[src/cgb_ram.sv]
// simple dual-port ram with one write port and a registered read port
`timescale 1ns / 1ps

module cgb_ram #(
    parameter int WIDTH = 8,
    parameter int DEPTH = 16,
    localparam int AW = (DEPTH > 1) ? $clog2(DEPTH) : 1
) (
    input  logic             i_clk,
    input  logic             i_we,
    input  logic [AW-1:0]    i_waddr,
    input  logic [WIDTH-1:0] i_wdata,
    input  logic [AW-1:0]    i_raddr,
    output logic [WIDTH-1:0] o_rdata
);

    logic [WIDTH-1:0] mem [DEPTH];
    logic [WIDTH-1:0] r_rdata;

    // write port
    always_ff @(posedge i_clk) begin
        if (i_we) begin
            mem[i_waddr] <= i_wdata;
        end
    end

    // read port, registered
    always_ff @(posedge i_clk) begin
        r_rdata <= mem[i_raddr];
    end

    assign o_rdata = r_rdata;

endmodule

[config.mk]
export PLATFORM = sky130hd
export DESIGN_NAME = cgb_ram
export DESIGN_NICKNAME = d
export VERILOG_FILES = /design/src/cgb_ram.sv
export SDC_FILE = /design/constraint.sdc
export NUM_CORES = 1
export LEC_CHECK = 0
export ABC_AREA = 1
export BUFFER_PORTS_ARGS = -buffer_cell sky130_fd_sc_hd__buf_2
export CORE_ASPECT_RATIO = 1.2
export CORE_MARGIN = 5
export CORE_UTILIZATION = 24
export CTS_CLUSTER_DIAMETER = 60
export DETAILED_ROUTE_END_ITERATION = 12
export PLACE_DENSITY = 0.36
export SKIP_CTS_REPAIR_TIMING = 1
export SLEW_MARGIN = 15
export SYNTH_ARGS = -nofsm -noshare
export SYNTH_HDL_FRONTEND = slang
export SYNTH_SLANG_ARGS = --single-unit
[constraint.sdc]
create_clock -name i_clk -period 1.7 [get_ports i_clk]
set_input_delay 0.085 -clock i_clk [delete_from_list [all_inputs] [get_ports i_clk]]
set_output_delay 0.085 -clock i_clk [all_outputs]
set_load 0.005 [all_outputs]
* Yosys cells after proc, flatten, opt, wreduce, memory -nomap -nowiden
Memories as Yosys holds them, arrays and structs flattened. A register that Yosys moved wholly into a read port is not among the register bits.
Index checks and enable logic that the tools add are counted.
** Operators by class
- Muxes and demuxes :: 2
** Operators by type and width (count)
- 1-bit two-way mux :: 2
** Word-level totals
- Flip-flop bits (word level) :: 0
- Memory bits (writable) :: 128
- Bits of input ports :: 18
- Memories kept :: 1
** Memory list
- mem :: words 16, width 8, rd ports 1, clocked after memory_dff 1, write ports 1, RTL line 17 : logic [WIDTH-1:0] mem [DEPTH];

* Depth between registers and ports, before layout
Gate-level depths: netlist (run 1).
- Depth after elaboration :: 2
- Gate-level depth with buffers :: 8

* Worst setup path before layout (run 1)
Ideal clock, no wire load.
- Path type :: input -> register
- From :: input port i_waddr[2]
- To :: memory mem[10][0] (enable)
- Library setup time :: 0.370 ns
- Data arrival time :: 0.666 ns
- Data required time :: 1.330 ns
- Slack :: 0.664 ns
- Stages :: 2
- Path buffers :: 0
- Path through :: nand3b_1 nor2_1
** RTL lines
- from (decl) :: RTL line 11 : input logic [AW-1:0] i_waddr,
- to (decl) :: RTL line 17
Straight into the memory's write port.

==> results.md, run 1 <==
* Antenna-violating nets left at 0
* Area Overhead vs Synth at 18.38%
* Gr usage total at 11.65%
* Post-route minimum period at 1032 ps
* CTS sink count at 136
* DRC at 0
* Max transition margin at 53.78%
* Port bufs at 25
* Fraction of layout cells with a size suffix above 1 at 12.07%
* Placed wire-length estimate at 9522 µm
* Critical Path End Type: flip-flop
* Max Cap Violations at 0
* Clock skew at 7.756 ps
* Peak supply drop at 0.0003809 V
* Nets at 610
* Synthesized instance count at 551
* Initial antenna violation count at 0
* Antenna diode count at 0
* Final Util at 28.66%
* Die X-Extent at 151.5 µm
* Area post-placement at 0.006309 mm²
* Clock slew at reported path FFs at 60 ps
* WL per Instance at 16.34 µm
* Worst hold path type: input pin to flip-flop
* Vias per cell at 4.064
* CTS H-tree depth at 4
* Run status: complete, no violations
* GP Congestion at 0.7633
* #FFs+latches synth at 136
* Setup ws final at 668.1 ps
* TritonCTS clock tree: yes
* CTS Buffer Depth at 2
* Sequential share of the synthesized area at 69.43%
* Die Y at 179.8 µm
* Net count after synthesis at 569
* Slew @ Worst Pin at 692.3 ps
* Clock root cell: clkbuf_16
* Grt total ovfl at 0
* Inserted Clock Buffers at 17
* Sequential cell area at 0.004004 mm²
* Setup TNS at 0 ps
* RSZ-0062 raised after global routing: no
* Vias in the first global route at 3924
* Critical Path AT at 1330 ps
* Pre-CTS WS at 235.8 ps
* I/O pin cnt at 26
* Avg Cell Area, Syn at 10.47 µm²
* Synth top area share at 66.65%
* Syn Std Cell Area at 0.005767 mm²
* P per Cell Area at 1099 mW/mm²
* DRT iter0 DRCs at 268
* Worst setup SP type: flip-flop
* CP required at 2000 ps
* Netlist cell types at 12
* Starting density of the core at 24.21%
* Top cells by area, synth: edfxtp_1 (67%), nand2_1 (11%), nand3_1 (8.4%)
* Final hold viol count at 0
* Row count at 62
* DR pass1 iterations at 4
* Core footprint at 0.02382 mm²
* Fmax at 969.1 MHz
* Die footprint at 0.02724 mm²
* Yosys top cell by area: edfxtp_1
* Design area at 0.006827 mm²
* Routed WL at 15120 µm
* Largest net degree at the start of global routing at 65
* Final setup viols at 0
* Clock Latency Late Sink at 410 ps
* Multi-input logic area at 0.001214 mm²
* Critical path class: flip-flop to flip-flop
* Yosys warns at 0
* Commonest non-fill, non-tap cell in the layout: nand2_1
* Leakage power total at 2.893 nW
* Hold_ws at 70.17 ps
* Period utilization at 60.70%
* Crit Path Max Fanout at 1
* # fillers at 2498
* Most frequent cells in the layout: nand2_1 (173), edfxtp_1 (128), inv_1 (100)
* First-pass GRT wire length at 23410 µm
* Via count at 3759
* Max Slew Vio Count at 0
## worst paths after layout
path         cells past startpoint                 end                  from  slack [ps]
max                              6  o_rdata[5]$_DFF_P_   mem[1][5]$_DFFE_PP_         670
min reg2reg                      6  o_rdata[5]$_DFF_P_  mem[12][5]$_DFFE_PP_         680
max reg2reg                      6  o_rdata[5]$_DFF_P_   mem[1][5]$_DFFE_PP_         670
min                              3  o_rdata[4]$_DFF_P_            i_raddr[3]          70
## state kept, by name (all words and copies together), names as in the netlist
name / count
mem: 128
o_rdata: 8
## logic make-up (layout without fill, tap and decap cells)
family / count (synthesis) / in the layout / share of synthesized area [%]
flops: 136 / 136 / 69.43
simple gates: 289 / 289 / 21.05
buf+inv: 126 / 180 / 9.525
## layout make-up
type                       instances  area share (%)
sequential                       136           58.65
multi-input combinational        289           17.78
clock buffer                      27           7.221
tap                              320           5.865
inverter                         102           5.608
timing repair buffer              46           4.509
clock inverter                     5          0.3666
## through the flow
stage,instances,total power [mW]
5_1_grt,925,7.832
4_1_cts,925,7.602
3_5_place_dp,893,4.321
3_3_place_gp,893,4.323
6_report,925,7.501
2_1_floorplan,551,4.103
## power breakdown
part | leakage, nW | internal, mW | switching [mW] | total (mW)
Clock | 0.259 | 1.97 | 1.30 | 3.26
Sequential | 1.22 | 3.75 | 0.0239 | 3.77
Combinational | 1.41 | 0.136 | 0.328 | 0.464
Total | 2.89 | 5.85 | 1.65 | 7.50
## synth_stat cells
library cell	instances
buf_1	1
dfxtp_1	8
nand3b_1	2
nor2_1	17
nand3_1	97
nand2_1	173
inv_2	2
buf_2	13
buf_6	6
inv_1	100
edfxtp_1	128
buf_4	4
## layer usage
metal  GRT usage, %  wire [µm]  part of all wire [%]  vias to the layer above
met5              0          0                     0                        -
met4          3.488        191                   1.3                        0
met3          3.275        565                   3.7                       16
met2          19.29       7515                    50                       44
met1          14.74       6844                    45                     1847
li1               -          -                     -                     1852
## worst max-delay path, cell delays in order (launching register included)
cell,delay [ps]
edfxtp_1,360
inv_1,60
nand2_1,50
nand3_1,110
nand3_1,100
nand3_1,170
nand2_1,80
No activity file was read; power rests on OpenSTA's default activity.
==> inputs of run 2 (changes only) <==
clock period = 1 ns   (was 1.7 ns; I/O delays follow)
==> run 2 against run 1 <==
Hold slack worse by 35 ps. Worst setup slack got worse by 640 ps. Register-to-register slack got worse by 640 ps. Cell area grew 6.9%. Sequential power rose by 70%. Critical path type unchanged. Critical endpoint is now o_rdata[3]$_DFF_P_. Largest cell class unchanged.
==> results.md, run 2 (synthesized netlist as in run 1, its figures left out) <==
* Critical Path End Type: flip-flop
* Die footprint at 0.02724 mm² (unchanged)
* Register share of total power at 45.5% (-4.8 points)
* Slowest CP cell: edfxtp_1
* Clock slew at reported path FFs at 60 ps (about the same)
* Area post-placement at 0.006516 mm² (+3.3%)
* Largest net degree at the start of global routing at 30 (-54%)
* Max Slew Vio Count at 0 (unchanged)
* TritonCTS clock tree: yes
* Crit-path cells: inv_1 > nand2_1 > nand3_1 > nand3_2 > nand3_2 > nand2_1
* Area Overhead vs Synth at 26.51%
* P per Cell Area at 1930 mW/mm² (+76%)
* Fmax at 1030 MHz (+6.3%)
* Max transition margin at 70.51% (+17 points)
* Non-filler cells, final at 946 (+2.3%)
* Gr usage total at 11.32% (-0.33 points)
* Worst path max stage delay at 370 ps (about the same)
* GP Congestion at 0.8168 (+7.0%)
* Clock root cell: clkbuf_16
* Register with the most flip-flops: mem
* Switching Power at 2.982 mW (+81%)
* # fillers at 2445 (-2.1%)
* CTS Buffer Depth at 2 (unchanged)
* Max Cap Violations at 0 (unchanged)
* Inserted Clock Buffers at 17 (unchanged)
* First-pass GRT wire length at 22780 µm (-2.7%)
* Vias in the first global route at 3739 (-4.7%)
* Nets at 631 (+3.4%)
* CTS sink count at 136 (unchanged)
* Antenna diode count at 0 (unchanged)
* Crit Path Max Fanout at 1 (unchanged)
* Worst hold path type: input pin to flip-flop
* Die X-Extent at 151.5 µm (unchanged)
* Setup TNS at 0 ps (unchanged)
* Core footprint at 0.02382 mm² (unchanged)
* Port bufs at 25 (unchanged)
* Clock skew at 9.143 ps (+1.387 ps)
* Via count at 3820 (+1.6%)
* Global Route met3 Usage at 2.141% (-1.1 points)
* Most frequent cells in the layout: nand2_1 (170), edfxtp_1 (128), inv_1 (100)
* Critical path class: flip-flop to flip-flop
* Comb power frac at 6.6% (+0.4 points)
* Clock Power Share at 47.9% (+4.4 points)
* I/O pin cnt at 26 (unchanged)
* Run status: complete, no violations
* Critical Path AT at 1270 ps (-60 ps)
* Commonest non-fill, non-tap cell in the layout: nand2_1
* Vias per cell at 4.038 (-0.63%)
* Fraction of layout cells with a size suffix above 1 at 20.45% (+8.4 points)
* Hold_ws at 34.89 ps (-35.28 ps)
* Slew @ Worst Pin at 441.8 ps (-250.5 ps)
* Initial antenna violation count at 0 (unchanged)
* Reg-to-reg startpoint: mem[1][3]$_DFFE_PP_
* WL per Instance at 15.71 µm (-3.9%)
* Starting density of the core at 24.21% (unchanged)
* Worst setup SP type: flip-flop
* Overall Power at 14.08 mW (+88%)
* Clock Latency Late Sink at 420 ps (about the same)
* Grt total ovfl at 0 (unchanged)
* Final setup viols at 0 (unchanged)
* Crit path launch: mem[1][3]$_DFFE_PP_
* WP buf/inv at 1 (unchanged)
* Placed wire-length estimate at 10110 µm (+6.1%)
* Period utilization at 97.05% (+36 points)
* Sw Share at 21.18% (-0.78 points)
* DRT iter0 DRCs at 212 (-21%)
* Antenna-violating nets left at 0 (unchanged)
* DR pass1 iterations at 4 (unchanged)
* Dpl cells at 914 (+2.4%)
* Pint at 11.10 mW (+90%)
* M1 GR Usage at 14.94% (+0.19 points)
* Cell family with most CP delay: simple AND/OR/NAND/NOR gates
* Met2 Use GR at 18.31% (-0.98 points)
* Hold Crit Start: i_wdata[7]
* Leakage power total at 3.125 nW (+8.0%)
* DRC at 0 (unchanged)
* Post-route minimum period at 970.5 ps (-61.41 ps)
* Final hold viol count at 0 (unchanged)
* Peak supply drop at 0.0009741 V (+160%)
* CP required at 1300 ps (-700 ps)
* CTS H-tree depth at 4 (unchanged)
* Max reg flops at 128 (unchanged)
* Die Y at 179.8 µm (unchanged)
* Row count at 62 (unchanged)
* Design area at 0.007296 mm² (+6.9%)
* GRT Max-Usage Layer: met2
* Routed WL at 14860 µm (-1.7%)
## run 2: changes by cell type in the layout (fill, tap and decap cells not counted), sizes merged
| cell | change |
|---|---|
| buf | +21 |
| bufinv | +5 |
| clkbuf | -9 |
| clkinv | +2 |
| inv | +2 |
## run 2: power groups by stage
stage,clock (mW),sequential (mW),combinational [mW]
final,6.75,6.40,0.928
after global placement,0,6.52,0.895
after global routing,7.14,6.41,1.04
after floorplan,0,6.53,0.450
after detailed placement,0,6.52,0.894
after CTS,6.92,6.40,0.898
## run 2: layout make-up
| class | count | area (µm²) | area share (%) |
|---|---|---|---|
| timing repair buffer | 67 | 515.5 | 7.066 |
| sequential | 136 | 4004 | 54.88 |
| tap | 320 | 400.4 | 5.488 |
| clock buffer | 18 | 429.2 | 5.882 |
| inverter | 102 | 382.9 | 5.248 |
| clock inverter | 14 | 202.7 | 2.778 |
| multi-input combinational | 289 | 1361 | 18.66 |
## run 2: worst reg2reg max path, cell delays in order (launching register included)
cell and delay [ps]:
edfxtp_1 370, inv_1 60, nand2_1 40, nand3_1 110, nand3_2 90, nand3_2 110
nand2_1 70
## run 2: through the flow
stage                     setup WS (ps)  util (%)
after detailed placement         -146.1     27.36
after global placement           -135.6     27.36
after CTS                        -23.83     30.01
final                             29.53     30.63
after global routing             -40.20     30.63
after floorplan                 -0.8445         -
## run 2: path summary, 6_finish.rpt
path / to / depth (start not counted) / slack (ps)
setup / recovery: o_rdata[3]$_DFF_P_ / 6 / 30
hold / removal: mem[14][7]$_DFFE_PP_ / 1 / 30
setup reg to reg: o_rdata[3]$_DFF_P_ / 6 / 30
hold reg to reg: o_rdata[6]$_DFF_P_ / 6 / 660
## run 2: per-layer routing
layer  part of all wire, %  wire [µm]  vias to the layer above
met1                    46       6900                     1857
met2                    49       7331                       50
met5                     0          0                        -
li1                      -          -                     1900
met4                   1.6        242                        0
met3                   2.6        388                       13
